File: config.mk
export PLATFORM = sky130hd
export DESIGN_NAME = lzr_front
export DESIGN_NICKNAME = d
export VERILOG_FILES = /design/src/rtl/lzr_pkg.sv /design/src/rtl/lzr_front.sv
export SDC_FILE = /design/constraint.sdc
export NUM_CORES = 1
export LEC_CHECK = 0
export ABC_AREA = 0
export BUFFER_PORTS_ARGS = -buffer_cell sky130_fd_sc_hd__clkbuf_2
export CORE_ASPECT_RATIO = 1.75
export CORE_UTILIZATION = 40
export DETAILED_ROUTE_END_ITERATION = 8
export PLACE_DENSITY_LB_ADDON = 0.05
export SLEW_MARGIN = 20
export SYNTH_ARGS = -nofsm -noshare
export SYNTH_HDL_FRONTEND = slang
export SYNTH_SLANG_ARGS = --single-unit
File: constraint.sdc
create_clock -name clk -period 11.05 [get_ports clk]
set_input_delay 2.7625 -clock clk [delete_from_list [all_inputs] [get_ports clk]]
set_output_delay 2.7625 -clock clk [all_outputs]
set_load 0.01 [all_outputs]
File: src/rtl/lzr_pkg.sv
// Shared types and constants for the LZSS ring decompressor.
`default_nettype none

package lzr_pkg;

	localparam int BYTE_W   = 8;
	localparam int OFFSET_W = 12;
	localparam int LEN_W    = 5;
	localparam int COUNT_W  = 25;
	localparam int LIMIT_W  = 24;
	localparam int FS_W     = 17;
	localparam int FLAG_BIT = 8;

	localparam int FIFO_DEPTH = 2;

	localparam logic OP_DATA    = 1'b0;
	localparam logic OP_RESTART = 1'b1;

	localparam logic [FS_W-1:0]    FLAG_SHIFT_RESET = 17'h10000;
	localparam logic [FS_W-1:0]    FLAG_MARK        = 17'h00100;
	localparam logic [COUNT_W-1:0] CONSUMED_MAX     = 25'h1FFFFFF;
	localparam logic [LEN_W-1:0]   LEN_BIAS         = 5'd2;

	typedef enum logic [1:0] {
		CMD_LIT   = 2'd0,
		CMD_MATCH = 2'd1,
		CMD_END   = 2'd2,
		CMD_CLEAR = 2'd3
	} cmd_kind_t;

	typedef enum logic [2:0] {
		PH_TOKEN      = 3'b001,
		PH_AFTER_FLAG = 3'b010,
		PH_MATCH2     = 3'b100
	} phase_t;

	typedef struct packed {
		cmd_kind_t             kind;
		logic [BYTE_W-1:0]     data;
		logic [OFFSET_W-1:0]   offset;
		logic [LEN_W-1:0]      length;
		logic                  fin;
		logic [COUNT_W-1:0]    consumed;
	} cmd_t;

endpackage

`default_nettype wire

File: src/rtl/lzr_front.sv
// Front end: parses compressed bytes into literal, match, end and clear commands.
`default_nettype none

module lzr_front
	import lzr_pkg::*;
(
	input  logic               clk,
	input  logic               arst_n,
	input  logic               cfg_wr_en,
	input  logic [LIMIT_W-1:0] output_limit,
	input  logic               cmp_valid,
	input  logic               cmp_stall,
	input  logic               operation,
	input  logic [BYTE_W-1:0]  in_byte,
	output logic               cmd_push,
	output cmd_t               cmd
);

	logic [LIMIT_W-1:0] limit_q;
	phase_t             phase_q, phase_d;
	logic [FS_W-1:0]    flag_shift_q, flag_shift_d;
	logic [BYTE_W-1:0]  match_high_q, match_high_d;
	logic [COUNT_W-1:0] shadow_q, shadow_d;
	logic [COUNT_W-1:0] consumed_q, consumed_d;
	logic               done_q, done_d;

	logic               accept;
	logic [COUNT_W-1:0] limit_val;
	logic [COUNT_W-1:0] consumed_inc;
	logic [FS_W-1:0]    fs_shifted;
	logic [LEN_W-1:0]   match_len;
	logic [COUNT_W-1:0] shadow_lit;
	logic [COUNT_W-1:0] shadow_match;

	assign accept       = cmp_valid && !cmp_stall;
	// A limit of zero stands for the full 2^24 bytes.
	assign limit_val    = {(limit_q == '0), limit_q};
	assign consumed_inc = (consumed_q == CONSUMED_MAX) ? consumed_q : consumed_q + 1'b1;
	assign fs_shifted   = {flag_shift_q[FS_W-2:0], 1'b0};
	assign match_len    = {1'b0, match_high_q[3:0]} + LEN_BIAS;
	assign shadow_lit   = shadow_q + 1'b1;
	assign shadow_match = shadow_q + COUNT_W'(match_len);

	always_comb begin
		phase_d      = phase_q;
		flag_shift_d = flag_shift_q;
		match_high_d = match_high_q;
		shadow_d     = shadow_q;
		consumed_d   = consumed_q;
		done_d       = done_q;
		cmd_push     = 1'b0;
		cmd.kind     = CMD_LIT;
		cmd.data     = in_byte;
		cmd.offset   = {match_high_q[7:4], in_byte};
		cmd.length   = match_len;
		cmd.fin      = 1'b0;
		cmd.consumed = consumed_inc;
		if (accept) begin
			if (operation == OP_RESTART) begin
				phase_d      = PH_TOKEN;
				flag_shift_d = FLAG_SHIFT_RESET;
				match_high_d = '0;
				shadow_d     = '0;
				consumed_d   = '0;
				done_d       = 1'b0;
				cmd.kind     = CMD_CLEAR;
				cmd_push     = 1'b1;
			end else if (!done_q) begin
				unique case (phase_q) inside
					PH_MATCH2: begin
						consumed_d = consumed_inc;
						shadow_d   = shadow_match;
						cmd.kind   = CMD_MATCH;
						cmd.fin    = (shadow_match >= limit_val);
						done_d     = (shadow_match >= limit_val);
						phase_d    = PH_TOKEN;
						cmd_push   = 1'b1;
					end
					PH_TOKEN, PH_AFTER_FLAG: begin
						if (phase_q == PH_TOKEN && shadow_q >= limit_val) begin
							// Limit reached at a token boundary: the byte is not consumed.
							cmd.kind     = CMD_END;
							cmd.consumed = consumed_q;
							cmd.fin      = 1'b1;
							done_d       = 1'b1;
							cmd_push     = 1'b1;
						end else if (phase_q == PH_TOKEN && flag_shift_q[FS_W-1]) begin
							consumed_d   = consumed_inc;
							flag_shift_d = FLAG_MARK | FS_W'(in_byte);
							phase_d      = PH_AFTER_FLAG;
						end else begin
							consumed_d   = consumed_inc;
							flag_shift_d = fs_shifted;
							if (fs_shifted[FLAG_BIT]) begin
								if (in_byte == '0) begin
									phase_d  = PH_TOKEN;
									cmd.kind = CMD_END;
									cmd.fin  = 1'b1;
									done_d   = 1'b1;
									cmd_push = 1'b1;
								end else begin
									match_high_d = in_byte;
									phase_d      = PH_MATCH2;
								end
							end else begin
								shadow_d = shadow_lit;
								cmd.kind = CMD_LIT;
								cmd.fin  = (shadow_lit >= limit_val);
								done_d   = (shadow_lit >= limit_val);
								phase_d  = PH_TOKEN;
								cmd_push = 1'b1;
							end
						end
					end
					default: begin
					end
				endcase
			end
		end
	end

	always_ff @(posedge clk or negedge arst_n) begin
		if (!arst_n) begin
			limit_q      <= '0;
			phase_q      <= PH_TOKEN;
			flag_shift_q <= FLAG_SHIFT_RESET;
			match_high_q <= '0;
			shadow_q     <= '0;
			consumed_q   <= '0;
			done_q       <= 1'b0;
		end else begin
			if (cfg_wr_en) begin
				limit_q <= output_limit;
			end
			phase_q      <= phase_d;
			flag_shift_q <= flag_shift_d;
			match_high_q <= match_high_d;
			shadow_q     <= shadow_d;
			consumed_q   <= consumed_d;
			done_q       <= done_d;
		end
	end

endmodule

`default_nettype wire

==> reports/metrics.yaml <==
status: "complete, but fails checks"
violations: "DRC"
peakVddDrop_mv: 0.08766
clkLatencyLatePin_ns: 0.37
muxShareOfSynthArea_pct: 1.859
antenna_left: 0
startpoint_type: "input pin"
fmax_ghz: 0.1295
crit_fanout: 32
gp_congestion: 0.8642
cts_hold_buf: 0
fin_crit_sh_pct: 69.90
flow.area_growth_from_synthesis_pct: 9.038
synthXorXnorAreaFrac_pct: 7.449
syn_inst: 986
cts.root.buffer_cell: "clkbuf_16"
finalNonFillerCells: 1277
cts-buffers-inserted: 9
setup_violations: 0
slew_violations: 0
synthAdderAreaFrac_pct: 12.68
grt_pass1_wl_um: 39150
synth.distinct_cells: 66
cts.htree.levels: 3
antenna_found_initial: 0
synth_top_area_share_pct: 30.28
avgSynthCellArea_sq_um: 8.467
synthFlopType: "dfrtp_1"
die_h_um: 193.1
wl_per_cell_um: 19.18
synth_edf_count: 0
drt-pass1-iter-count: 7
worstPathRequired_ns: 8.29
n_antenna_cell: 0
cts_resized: 0
grt_pass1_vias: 7243
end_kind: "output port"
first_iter_violations: 291
groute.usage.overall_pct: 23.48
grt-ovfl-total: 0
arrival_ns: 4.96
dp_hpwl_um: 18950
synthArstFlopShare_pct: 100.0
vias_per_cell: 5.763
fin_setup_tns_ns: 0
die_w_um: 111.2
post_cts_buffers: 0
drv_cap: 0
synth_compound_area_share_pct: 19.11
hold_viol: 0
clk_pin_slew_worst_paths_ns: 0.07
core_sq_um: 20370
fp-row-count: 69
synthesis.area_sq_um: 8348
yosys.area.top_type: "dfrtp_1"
grt_setup_unrepaired: "false"
clock_path_buffers: 2
port_buffers: 91
critPathKind: "in -> out"
vias: 7359
wl_um: 24490
period_needed_ns: 7.724
grt_max_degree: 66
final_layout_size_suffix_gt1_share_pct: 12.93
slew_headroom_pct: 27.00
p_leak_nw: 4.083
fin_worst_skew_ns: 0.008660
ys_seq_area_share_pct: 30.91
yosys.area_share.simple_pct: 21.46
ys_top_cells_by_area: "dfrtp_1 (30%), ha_1 (12%), nand2_1 (4.7%)"
cts_tree: "built"
cts.sinks: 103
power_density_nw_per_um2: 172.9
die_area_sq_um: 21470
synth-seq-cells: 103
ys_warn_count: 0
drcViolationCount: 13
synthTopCellsByCount: "nand2_1 (104), dfrtp_1 (101), ha_1 (83)"
worst_pin_slew_ns: 1.095
dpl.cell_count: 1261
start_util_pct: 40.97
hold_slack_ns: 0.4916
final_nets: 1146
hold_class: "reg -> reg"
synth.net_count: 1108
synth.most_common_cell: "nand2_1"
synth_top_family_by_area: "simple AND/OR/NAND/NOR gates"
ios: 92
-- per-stage QoR --
stage               setup WS (ns)  util (%)  power, mW  cell area (sq um)
floorplan                   4.082         -      1.029               8348
global placement            3.373     43.17      1.229               8796
detailed placement          3.290     43.17      1.234               8796
CTS                         3.290     44.68      1.590               9102
global route                3.093     44.68      1.697               9102
finish                      3.326     44.68      1.574               9102
-- flip-flops by register name, summed over array words and instances, names as in the netlist --
register,flops
flag_shift_q,17
consumed_q,25
done_q,1
match_high_q,8
limit_q,24
shadow_q,25
phase_q,3
-- cells by family (layout without fill, tap and decap cells) --
group,after synthesis,after routing
and+or+nand+nor,362,362
AOI/OAI and AO/OA,235,235
buffers and inverters,116,159
DFF,103,103
adders and majority gates,84,84
xor gates and xnor gates,71,71
muxes,15,15
-- critical path: stages --
cell and delay, ns:
clkbuf_2 0.39, or3_1 0.51, nor2_1 0.13, a21boi_2 0.67, nor2_1 0.14, xnor2_1 0.18
clkbuf_2 0.15
-- final timing paths --
path                                         to  slack (ns)             from  depth (start not counted)
min in group asynchronous            limit_q[1]        2.38           arst_n                          1
max in group asynchronous        consumed_q[13]        7.39           arst_n                          2
worst min-delay path            flag_shift_q[2]        0.49  flag_shift_q[2]                          1
worst max register to register           done_q        6.73  match_high_q[1]                         16
worst max-delay path                    cmd[21]        3.33        operation                          7
worst min register to register  flag_shift_q[2]        0.49  flag_shift_q[2]                          1
-- cell type report --
type                            count  area, sq um
Fill cell                        2107        11270
Clock inverter                      5        63.81
Tap cell                          248        310.3
Clock buffer                       11        242.7
Multi-Input combinational cell    767         5223
Timing Repair Buffer               99        518.0
Inverter                           44        165.2
Sequential cell                   103         2580
-- power by group --
part | total, mW | internal, mW | switching, mW
Combinational | 0.698 | 0.272 | 0.426
Sequential | 0.525 | 0.429 | 0.0959
Clock | 0.350 | 0.185 | 0.165
-- per-layer routing --
layer | track usage, % | part of all wire, % | vias to the layer above
li1 | - | - | 3655
met1 | 26.56 | 40 | 3501
met2 | 44.28 | 53 | 162
met3 | 2.970 | 3.3 | 41
met4 | 9.823 | 3.0 | 0
met5 | 0 | 0 | -
-- cells in the final DEF, fill, tap and decap left out, types with 16 or more instances in the layout --
master and count:
a21oi_1 48, a22o_1 18, clkbuf_2 90, dfrtp_1 101
ha_1 83, inv_1 43, nand2_1 104, nand3_1 40
nand4_1 25, nor2_1 76, nor3_1 29, nor4_1 19
o211ai_1 16, o21ai_0 58, o311ai_0 17, xnor2_1 36
xor2_1 35
No activity file was read; power rests on OpenSTA's default activity.
