[src/rtl/lzr_pkg.sv]
// Shared types and constants for the LZSS ring decompressor.
`default_nettype none

package lzr_pkg;

	localparam int BYTE_W   = 8;
	localparam int OFFSET_W = 12;
	localparam int LEN_W    = 5;
	localparam int COUNT_W  = 25;
	localparam int LIMIT_W  = 24;
	localparam int FS_W     = 17;
	localparam int FLAG_BIT = 8;

	localparam int FIFO_DEPTH = 2;

	localparam logic OP_DATA    = 1'b0;
	localparam logic OP_RESTART = 1'b1;

	localparam logic [FS_W-1:0]    FLAG_SHIFT_RESET = 17'h10000;
	localparam logic [FS_W-1:0]    FLAG_MARK        = 17'h00100;
	localparam logic [COUNT_W-1:0] CONSUMED_MAX     = 25'h1FFFFFF;
	localparam logic [LEN_W-1:0]   LEN_BIAS         = 5'd2;

	typedef enum logic [1:0] {
		CMD_LIT   = 2'd0,
		CMD_MATCH = 2'd1,
		CMD_END   = 2'd2,
		CMD_CLEAR = 2'd3
	} cmd_kind_t;

	typedef enum logic [2:0] {
		PH_TOKEN      = 3'b001,
		PH_AFTER_FLAG = 3'b010,
		PH_MATCH2     = 3'b100
	} phase_t;

	typedef struct packed {
		cmd_kind_t             kind;
		logic [BYTE_W-1:0]     data;
		logic [OFFSET_W-1:0]   offset;
		logic [LEN_W-1:0]      length;
		logic                  fin;
		logic [COUNT_W-1:0]    consumed;
	} cmd_t;

endpackage

`default_nettype wire

[src/rtl/lzr_cmd_fifo.sv]
// Small command queue between the parser and the copy engine.
`default_nettype none

module lzr_cmd_fifo
	import lzr_pkg::*;
(
	input  logic clk,
	input  logic arst_n,
	input  logic push,
	input  cmd_t push_cmd,
	input  logic pop,
	output logic full,
	output logic avail,
	output cmd_t head
);

	localparam int PTR_W = $clog2(FIFO_DEPTH);
	localparam int CNT_W = $clog2(FIFO_DEPTH + 1);

	cmd_t             slot_q [FIFO_DEPTH];
	logic [PTR_W-1:0] wr_ptr_q;
	logic [PTR_W-1:0] rd_ptr_q;
	logic [CNT_W-1:0] count_q;

	assign full  = (count_q == CNT_W'(FIFO_DEPTH));
	assign avail = (count_q != '0);
	assign head  = slot_q[rd_ptr_q];

	always_ff @(posedge clk) begin
		if (push) begin
			slot_q[wr_ptr_q] <= push_cmd;
		end
	end

	// The depth is a power of two, so the pointers wrap on their own.
	always_ff @(posedge clk or negedge arst_n) begin
		if (!arst_n) begin
			wr_ptr_q <= '0;
			rd_ptr_q <= '0;
			count_q  <= '0;
		end else begin
			if (push) begin
				wr_ptr_q <= wr_ptr_q + 1'b1;
			end
			if (pop) begin
				rd_ptr_q <= rd_ptr_q + 1'b1;
			end
			if (push && !pop) begin
				count_q <= count_q + 1'b1;
			end else if (pop && !push) begin
				count_q <= count_q - 1'b1;
			end
		end
	end

endmodule

`default_nettype wire

[config.mk]
export PLATFORM = sky130hd
export DESIGN_NAME = lzr_cmd_fifo
export DESIGN_NICKNAME = d
export VERILOG_FILES = /design/src/rtl/lzr_pkg.sv /design/src/rtl/lzr_cmd_fifo.sv
export SDC_FILE = /design/constraint.sdc
export NUM_CORES = 1
export LEC_CHECK = 0
export BUFFER_PORTS_ARGS = -buffer_cell sky130_fd_sc_hd__clkbuf_2
export CAP_MARGIN = 30
export CORE_UTILIZATION = 52
export DETAILED_ROUTE_END_ITERATION = 8
export GPL_TIMING_DRIVEN = 0
export PLACE_DENSITY = 0.79
export SYNTH_ARGS = -nofsm -noshare
export SYNTH_HDL_FRONTEND = slang
export SYNTH_SLANG_ARGS = --single-unit
[constraint.sdc]
create_clock -name clk -period 4.33 [get_ports clk]
set_input_delay 0.6495 -clock clk [delete_from_list [all_inputs] [get_ports clk]]
set_output_delay 0.6495 -clock clk [all_outputs]
set_load 0.005 [all_outputs]
==> results of run 1 <==
## sequential cells by signal (all words and copies together) (netlist names)
| name | cells |
|---|---|
| slot_q | 106 |
| rd_ptr_q | 1 |
| count_q | 2 |
| wr_ptr_q | 1 |
## final cells by class
class,instances,area (sq um)
plain buffers,6,111
clock buffers,9,124
clock inverters,7,77.6
fillers,598,2650
inverters,1,3.75
multi-input cells,64,875
flip-flops and latches,110,3280
well taps,102,128
repair buffers,113,596
## worst max path at each step
stage                         endpoint  slack, ns  depth (start not counted)
2_1_floorplan   slot_q[0][0]$_DFFE_PP_       0.87                          1
3_3_place_gp   slot_q[0][46]$_DFFE_PP_      -0.59                          2
3_5_place_dp   slot_q[0][21]$_DFFE_PP_       2.23                          3
4_1_cts                       head[31]       2.15                          4
5_1_grt                       head[31]       2.10                          4
6_report                      head[31]       2.18                          4
## power breakdown
group	switching, uW	internal [uW]	total [uW]
Sequential	61.8	1410	1470
Clock	340	275	615
Combinational	454	635	1090
Total	856	2320	3180
## critical path, stage by stage (launching register included)
cell and delay [ns]:
dfrtp_1 0.36, buf_6 0.20, buf_12 0.17, mux2_4 0.30
clkbuf_2 0.13
## logic make-up (layout without fill, tap and decap cells)
group | count (synthesis) | after routing | synth area share (%)
DFF | 110 | 110 | 77.0
muxes | 53 | 53 | 18.3
buffers and inverters | 7 | 136 | 2.70
xor gates and xnor gates | 5 | 5 | 1.03
and+or+nand+nor | 5 | 5 | 0.675
adders and majority gates | 1 | 1 | 0.293
## cell usage in the layout, fill, tap and decap left out, drive strengths merged
| master | count |
|---|---|
| nor2 | 1 |
| clkinv | 2 |
| xor2 | 4 |
| inv | 5 |
| or2 | 1 |
| buf | 8 |
| clkbuf | 120 |
| xnor2 | 1 |
| mux2 | 53 |
| bufinv | 1 |
| and2 | 1 |
| dfrtp | 4 |
| nor2b | 2 |
| ha | 1 |
| edfxtp | 106 |
## through the flow
stage          TNS, ns  instances  hold slack [ns]
2_1_floorplan        0        181            0.354
4_1_cts              0        412           0.0762
3_3_place_gp    -30.92        394            0.460
3_5_place_dp         0        396            0.465
6_report             0        412           0.0916
5_1_grt              0        412           0.0832
## routing by layer
metal	up-vias	GRT usage, %
met5	-	0
li1	959	-
met2	62	28.1
met4	0	7.03
met1	1000	18.2
met3	10	3.53
==> run_results.csv, run 1 <==
group,metric,value,unit
floorplan,core_area,7850,sq um
timing,setup_viol,0,
finish,antenna-diode-count,0,
clock_tree,clock_sinks,110,
finish,area_growth,21.9,%
setup_path,r2r_cells,2,
setup_path,startpoint,"rd_ptr_q$_DFFE_PN0P_",
setup_path,crit_arrival,1.50,ns
timing,tightest_slew,0.804,ns
synthesis,ys_seq_area_share,77.0,%
placed_design,io_buffers,111,
setup_path,r2r_setup_slack,2.64,ns
placed_design,dp_hpwl,4420,microns
synthesis,yosys.area.top_type,"edfxtp_1",
drt,drcViolationCount,0,
clock_tree,clk_latency,0.35,ns
global_route,antenna_found_initial,0,
floorplan,pin_count,112,
global_route,grt_pass1_wl,9890,microns
timing,fin_ws,2.18,ns
setup_path,rr_endpoint,"slot_q[0][21]$_DFFE_PP_",
floorplan,dieHeight,92.6,microns
floorplan,row_count,32,
clock_tree,cts-buffers-inserted,9,
synthesis,synth_edf_count,106,
timing,fin_crit_sh,49.7,%
clock_tree,cts.htree.levels,3,
clock_tree,ctsHoldBuffers,0,
synthesis,yosysTopAreaCellShare,74.6,%
clock_tree,cts_buffer_depth,2,
global_route,grt_max_degree,36,
setup_path,path_max_fanout,10,
placed_design,pre_cts_ws,2.23,ns
pwr,power_density,611,nW/um^2
synthesis,syn_inst,181,
synthesis,synthTopCellsByArea,"edfxtp_1 (75%), mux2_4 (17%), buf_12 (2.3%), dfrtp_1 (2.3%), mux2_2 (1.1%)",
drt,top_layer_used,"met4",
run,maxCapViolCount,0,
timing,relSlewSlack,46.3,%
pwr,power.total,3180,uW
synthesis,synth.ff_latch_count,110,
synthesis,ys_types,14,
timing,finalMaxSlewViolations,0,
timing,final_hold_viol_count,0,
synthesis,yosysWarnings,0,
drt,ant_nets,0,
synthesis,synthArstFlopShare,3.64,%
finish,layout-drive-gt1-share,61.3,%
floorplan,initial_core_util,54.3,%
clock_tree,cts_repair_resize_count,0,
setup_path,critPathKind,"reg2out",
placed_design,placed_cell_area,5000,sq um
clock_tree,cts_tree,"yes",
drt,drt_iter0_markers,57,
finish,finalInstanceArea,5200,sq um
pwr,leakage,0.00214,uW
setup_path,start_kind,"flip-flop",
drt,dr_wl_met2,3420,microns
global_route,globalRouteOverflowTotal,0,
synthesis,synth_nets,239,
finish,nets,363,
synthesis,synth_flop_cell,"edfxtp_1",
setup_path,critPathCaptureType,"primary output",
setup_path,worstReg2RegStart,"wr_ptr_q$_DFFE_PN0P_",
drt,wl_per_cell,15.5,microns
global_route,grt.total_usage,15.8,%
clock_tree,root_buffer,"clkbuf_8",
worst_hold_path,hp-class,"in2async",
drt,wirelength,6400,microns
timing,fmax,0.465,GHz
synthesis,yosysMostFrequentCell,"edfxtp_1",
drt,wirelength_met1,2570,microns
timing,rsz0062_at_grt,"no",
timing,finalCriticalPeriod,2.15,ns
pwr,irDropWorstVdd,0.000438,V
finish,final_util,66.2,%
placed_design,gp_congestion,0.637,
drt,drt-vias-per-instance,4.93,
floorplan,die_w,92.6,microns
floorplan,dieArea,8570,sq um
clock_tree,post_cts_buffers,0,
clock_tree,clk_pin_slew,0.09,ns
timing,clock-skew-final,0.00683,ns
drt,wl_met3,310,microns
synthesis,avgSynthCellArea,23.6,sq um
drt,first_pass_iters,3,
status,status,"finished clean",
setup_path,cp_data_required_time,3.68,ns
drt,vias,2031,
synthesis,synthTopCellsByCount,"edfxtp_1 (106), mux2_4 (49), buf_12 (5)",
synthesis,synth_area,4260,sq um
global_route,grt_pass1_vias,2074,
(Power assumes the default switching activity.)
==> run 2: changes to the inputs <==
--- a/config.mk
+++ b/config.mk
@@ -5,6 +5,7 @@
 export SDC_FILE = /design/constraint.sdc
 export NUM_CORES = 1
 export LEC_CHECK = 0
+export ABC_AREA = 1
 export BUFFER_PORTS_ARGS = -buffer_cell sky130_fd_sc_hd__clkbuf_2
 export CAP_MARGIN = 30
 export CORE_UTILIZATION = 52
==> constraint.sdc (replaced) <==
create_clock -name clk -period 2.1 [get_ports clk]
set_input_delay 0.315 -clock clk [delete_from_list [all_inputs] [get_ports clk]]
set_output_delay 0.315 -clock clk [all_outputs]
set_load 0.005 [all_outputs]
==> run 2 against run 1 <==
Global-route usage grew 0.26 points; cell area is the same; hold slack gained 0.045 ns; sequential share of layout area is the same; non-clock buffer count grew 1; die area grew 0.40%; setup slack lost 1.9 ns; wire length grew 5.8%; synthesized cell count grew 5.0%; flip-flop and latch count is the same; sequential power grew 110%; critical endpoint is now head[43]; largest power group unchanged; highest routed layer unchanged.
==> run_results.csv, run 2 <==
group,metric,value,unit
synthesis,yosys.area.top_type,"edfxtp_1",
finish,nets,373,
synthesis,synthArstFlopShare,3.64,%
placed_design,placedCellCount,405,
clock_tree,ctsHoldBuffers,1,
timing,finalMaxSlewViolations,0,
drt,drt-vias-per-instance,4.98,
clock_tree,post_cts_buffers,0,
drt,wl_per_cell,16.1,microns
floorplan,pin_count,112,
global_route,antenna_found_initial,0,
clock_tree,clock_sinks,110,
setup_path,cp_data_required_time,1.78,ns
synthesis,ys_seq_area_share,76.7,%
clock_tree,clk_pin_slew,0.11,ns
finish,top_register,"slot_q",
setup_path,start_kind,"flip-flop",
drt,first_pass_iters,4,
synthesis,synth.ff_latch_count,110,
finish,area_growth,21.4,%
drt,vias,2103,
timing,final_hold_viol_count,0,
drt,drt_iter0_markers,87,
timing,rsz0062_at_grt,"no",
floorplan,initial_core_util,54.6,%
synthesis,ys_types,14,
global_route,grt.total_usage,16.0,%
global_route,grt_use_met2,27.0,%
placed_design,placed_cell_area,5010,sq um
pwr,power.total,6430,uW
clock_tree,cts.htree.levels,3,
synthesis,synthTopCellsByArea,"edfxtp_1 (74%), mux2_4 (17%), buf_12 (2.3%), dfrtp_1 (2.3%), mux2_2 (1.1%)",
finish,top_regs,"slot_q x106, count_q x2",
finish,layout-drive-gt1-share,58.8,%
global_route,grt_use_met3,4.68,%
setup_path,critPathCaptureType,"primary output",
worst_hold_path,hp-class,"in2reg",
placed_design,io_buffers,111,
drt,ant_nets,0,
setup_path,path_max_fanout,10,
synthesis,synth_top_family_by_area,"multiplexers",
synthesis,synthTopCellsByCount,"edfxtp_1 (106), mux2_4 (49), inv_1 (7), nand2_1 (6), buf_12 (5)",
floorplan,dieArea,8600,sq um
clock_tree,cts_tree,"yes",
synthesis,synth-adder-area-share,0.292,%
finish,final_common_cell,"clkbuf_2",
global_route,grt_busiest_layer,"met2",
clock_tree,cts-buffers-inserted,9,
setup_path,path_cells,"buf_6 -> buf_12 -> mux2_4 -> clkbuf_2",
finish,largest_reg_flops,106,
run,maxCapViolCount,0,
synthesis,avgSynthCellArea,22.5,sq um
global_route,met1_usage,19.8,%
timing,tightest_slew,0.663,ns
setup_path,critPathKind,"reg2out",
pwr,leakage,0.00216,uW
floorplan,row_count,32,
timing,setup-tns-final,0,ns
timing,fmax,0.556,GHz
setup_path,crit_arrival,1.48,ns
synthesis,synth_edf_count,106,
timing,relSlewSlack,55.7,%
synthesis,synth_nets,248,
synthesis,synth_flop_cell,"edfxtp_1",
global_route,globalRouteOverflowTotal,0,
clock_tree,root_buffer,"clkbuf_8",
timing,fin_crit_sh,85.7,%
synthesis,yosysTopAreaCellShare,74.3,%
pwr,irDropWorstVdd,0.000772,V
synthesis,yosysMostFrequentCell,"edfxtp_1",
floorplan,core_area,7850,sq um
global_route,grt_pass1_vias,2017,
clock_tree,cts_buffer_depth,2,
global_route,grt_pass1_wl,10000,microns
synthesis,yosysWarnings,0,
timing,hold_slack,0.136,ns
setup_path,slowest_stage,"dfrtp_1",
status,status,"finished clean",
finish,finalInstanceArea,5200,sq um
global_route,grt_max_degree,38,
placed_design,dp_hpwl,4600,microns
drt,drcViolationCount,0,
setup_path,cpPeakStageDelay,0.35,ns
finish,layout_common_cells,"clkbuf_2 (111), edfxtp_1 (106), mux2_4 (49)",
synthesis,synth-xor-area-share,0.614,%
floorplan,dieHeight,92.7,microns
clock_tree,cts_repair_resize_count,0,
synthesis,synth_compound_gate_area_share,0,%
finish,final.fill_count,575,
synthesis,syn_inst,190,
clock_tree,clk_latency,0.36,ns
finish,layoutNonFillerInstCount,422,
pwr,power_density,1240,nW/um^2
timing,finalCriticalPeriod,1.80,ns
synthesis,synth.mux.area_fraction,18.2,%
placed_design,gp_congestion,0.665,
drt,wirelength,6770,microns
synthesis,synth_area,4280,sq um
timing,setup_viol,0,
synthesis,synth-simple-area-share,0.964,%
finish,antenna-diode-count,0,
timing,clock-skew-final,0.0118,ns
finish,register_area,3280,sq um
finish,multi_input_area,868,sq um
floorplan,die_w,92.7,microns
==> run 2: cell types whose count changed after synthesis, sizes merged <==
cell	change
nor2b	-2
xor2	-2
inv	+6
and2	-1
nor2	+1
nand4	+1
nand2	+6
nand3	+1
or2	-1
==> run 2: routing by layer <==
metal | routed length (microns) | vias to the layer above
met5 | 0 | -
met4 | 75 | 0
met3 | 428 | 5
met2 | 3420 | 73
met1 | 2850 | 1044
li1 | - | 981
==> run 2: final cells by class <==
class | count | area share (%)
Sequential cell | 110 | 63.2
Multi-Input combinational cell | 67 | 16.7
Timing Repair Buffer | 114 | 11.7
Tap cell | 102 | 2.46
Clock buffer | 9 | 2.38
Buffer | 6 | 2.14
Clock inverter | 7 | 0.987
Inverter | 7 | 0.506
==> run 2: final timing paths <==
kind / startpoint / slack [ns] / to / cells after the start
setup / recovery: rd_ptr_q$_DFFE_PN0P_ / 0.30 / head[43] / 4
min in group asynchronous: arst_n / 0.29 / count_q[0]$_DFFE_PN0P_ / 2
hold / removal: push_cmd[17] / 0.14 / slot_q[0][17]$_DFFE_PP_ / 1
max in group asynchronous: arst_n / 1.69 / rd_ptr_q$_DFFE_PN0P_ / 2
setup reg to reg: wr_ptr_q$_DFFE_PN0P_ / 0.49 / slot_q[0][43]$_DFFE_PP_ / 2
hold reg to reg: count_q[1]$_DFFE_PN0P_ / 0.52 / count_q[1]$_DFFE_PN0P_ / 2
==> run 2: cells by family after synthesis <==
logic type	after synthesis
XOR/XNOR	3
adder cells (fa/ha/maj)	1
buffers and inverters	13
flip-flops	110
multiplexers	53
AND/OR/NAND/NOR	10
==> run 2: per-stage QoR <==
stage,setup WS [ns],utilization [%]
after global placement,-0.436,63.4
final,0.301,66.2
after floorplan,0.191,-
after global routing,0.217,66.2
after CTS,0.277,66.2
after detailed placement,0.381,63.9
==> run 2: power breakdown <==
group	internal (uW)	switching, uW
clock network	434	685
registers	2910	125
logic	1300	972
==> run 2: critical path: cells and delay by family, from the launching register on <==
family                 cells  cell delay, ns
buffers and inverters      3            0.47
DFF                        1            0.35
muxes                      1            0.31
==> run 3: changes to the inputs <==
--- a/config.mk
+++ b/config.mk
@@ -8,10 +8,11 @@
 export ABC_AREA = 1
 export BUFFER_PORTS_ARGS = -buffer_cell sky130_fd_sc_hd__clkbuf_2
 export CAP_MARGIN = 30
-export CORE_UTILIZATION = 52
+export CORE_UTILIZATION = 42
 export DETAILED_ROUTE_END_ITERATION = 8
 export GPL_TIMING_DRIVEN = 0
-export PLACE_DENSITY = 0.79
+export PLACE_DENSITY = 0.66
+export REMOVE_ABC_BUFFERS = 1
 export SYNTH_ARGS = -nofsm -noshare
 export SYNTH_HDL_FRONTEND = slang
 export SYNTH_SLANG_ARGS = --single-unit
==> run 3 against run 2 <==
Flip-flop and latch count did not move; sequential power barely moved; via count fell by 2.2%; clock skew rose by 0.0072 ns; non-clock buffer count fell by 3; hold slack got worse by 0.0016 ns; clock power rose by 11%; global-route usage fell by 2.9 points; combinational power fell by 7%; setup slack got worse by 0.071 ns; sequential share of layout area rose by 0.15 points; critical endpoint is now head[38]; largest power group unchanged.
==> run_results.csv, run 3 (synthesis results as in run 2) <==
group,metric,value,unit
status,status,"finished clean",
timing,setup_viol,0,
drt,vias,2057,
setup_path,critPathKind,"reg2out",
floorplan,core_area,9820,sq um
floorplan,dieHeight,103,microns
global_route,grt.total_usage,13.1,%
global_route,grt_pass1_vias,2074,
finish,layout-drive-gt1-share,59.2,%
pwr,irDropWorstVdd,0.000702,V
timing,tightest_slew,0.860,ns
global_route,globalRouteOverflowTotal,0,
drt,first_pass_iters,4,
drt,drcViolationCount,0,
clock_tree,cts_tree,"yes",
placed_design,placed_cell_area,4960,sq um
setup_path,cpPeakStageDelay,0.45,ns
drt,ant_nets,0,
clock_tree,clock_sinks,110,
pwr,p_int,4650,uW
pwr,p_switching,1740,uW
floorplan,die_w,103,microns
placed_design,pre_cts_ws,0.233,ns
timing,rsz0062_at_grt,"no",
finish,antenna-diode-count,0,
finish,final_common_cell,"clkbuf_2",
clock_tree,clk_pin_slew,0.11,ns
finish,finalInstanceArea,5190,sq um
setup_path,r2r_cells,2,
setup_path,cp_data_required_time,1.78,ns
global_route,grt_pass1_wl,9980,microns
clock_tree,cts_buffer_depth,2,
setup_path,rr_endpoint,"slot_q[0][5]$_DFFE_PP_",
worst_hold_path,holdCritStartpoint,"push_cmd[44]",
timing,fmax,0.535,GHz
placed_design,gp_congestion,0.674,
drt,drt_iter0_markers,52,
timing,finalMaxSlewViolations,0,
pwr,switching_share,27.3,%
clock_tree,clk_latency,0.36,ns
timing,hold_slack,0.135,ns
finish,layoutNonFillerInstCount,449,
setup_path,slowest_stage,"dfrtp_4",
timing,clock-skew-final,0.0190,ns
setup_path,r2r_setup_slack,0.38,ns
worst_hold_path,hp-class,"in2reg",
floorplan,row_count,36,
drt,wirelength,6690,microns
pwr,p_clk_share,19.4,%
finish,layout_common_cells,"clkbuf_2 (111), edfxtp_1 (106), mux2_4 (49)",
drt,wl_per_cell,14.9,microns
floorplan,initial_core_util,43.6,%
finish,largest_reg_flops,106,
pwr,leakage,0.00213,uW
worst_hold_path,whs_path_depth,1,
clock_tree,cts-buffers-inserted,9,
timing,fin_ws,0.230,ns
placed_design,dp_hpwl,4400,microns
setup_path,start_kind,"flip-flop",
placed_design,placedCellCount,431,
setup_path,critPathBufInv,2,
finish,area_growth,21.2,%
worst_hold_path,min_delay_worst_endpoint,"slot_q[1][44]$_DFFE_PP_",
global_route,antenna_found_initial,0,
floorplan,pin_count,112,
setup_path,path_max_fanout,13,
timing,fin_crit_sh,89.0,%
global_route,grt_max_degree,40,
pwr,comb_power_share,32.9,%
floorplan,dieArea,10600,sq um
pwr,seq_power_share,47.7,%
finish,top_regs,"slot_q x106, count_q x2",
timing,relSlewSlack,42.5,%
setup_path,crit_family,"flip-flops",
clock_tree,root_buffer,"clkbuf_8",
placed_design,io_buffers,111,
timing,finalCriticalPeriod,1.87,ns
clock_tree,cts_repair_resize_count,0,
finish,nets,370,
timing,final_hold_viol_count,0,
drt,drt-vias-per-instance,4.58,
run,maxCapViolCount,0,
setup_path,worstReg2RegStart,"wr_ptr_q$_DFFE_PN0P_",
setup_path,crit_arrival,1.56,ns
setup_path,path_cells,"buf_4 -> mux2_2 -> clkbuf_2",
pwr,power_density,1230,nW/um^2
setup_path,critPathCaptureType,"primary output",
finish,top_register,"slot_q",
clock_tree,cts.htree.levels,3,
[run 3: cell count changes in the layout (fill, tap and decap cells not counted), moves of 2 or more]
cell        delta
clkinv_1       -2
buf_12         -4
clkinv_4       -3
clkinvlp_4     +2
[run 3: worst max-delay path by stage]
stage,start,end,cells after the start
after detailed placement,rd_ptr_q$_DFFE_PN0P_,head[32],3
after global placement,push,slot_q[0][4]$_DFFE_PP_,3
after global routing,rd_ptr_q$_DFFE_PN0P_,head[33],3
after CTS,rd_ptr_q$_DFFE_PN0P_,head[32],3
after floorplan,wr_ptr_q$_DFFE_PN0P_,slot_q[0][0]$_DFFE_PP_,1
final,rd_ptr_q$_DFFE_PN0P_,head[38],3
[run 3: area by class of cell]
type / count / area (sq um)
fill: 852 / 4630
sequential: 110 / 3290
multi-input combinational: 67 / 868
timing repair buffer: 117 / 648
tap: 133 / 166
clock buffer: 9 / 124
clock inverter: 6 / 71.3
inverter: 7 / 26.3
[run 3: power by group through the flow]
stage / sequential [uW] / combinational [uW] / clock, uW
after floorplan: 3280 / 1210 / 0
after global placement: 3340 / 1720 / 0
after detailed placement: 3240 / 1970 / 0
after CTS: 3130 / 2070 / 1290
after global routing: 3090 / 2310 / 1370
final: 3050 / 2100 / 1240
[run 3: through the flow]
stage	util (%)	total power [uW]	TNS (ns)
4_1_cts	52.8	6490	0
5_1_grt	52.9	6770	0
2_1_floorplan	-	4490	-84.18
6_report	52.9	6390	0
3_5_place_dp	50.5	5210	0
3_3_place_gp	49.8	5060	-229.81
[run 3: what timing repair did]
item | CTS | global route
buffers inserted | 1 | 1
endpoints found under the hold margin | 4 | 0
hold buffers | 1 | 0
gates cloned | 0 | 0
setup endpoints to repair | 28 | 21
[run 3: per-layer routing]
metal	vias up	wire, microns	GRT usage (%)
li1	975	-	-
met1	1009	2700	14.9
met2	63	3510	23.1
met3	10	366	3.80
met4	0	121	5.85
met5	-	0	0
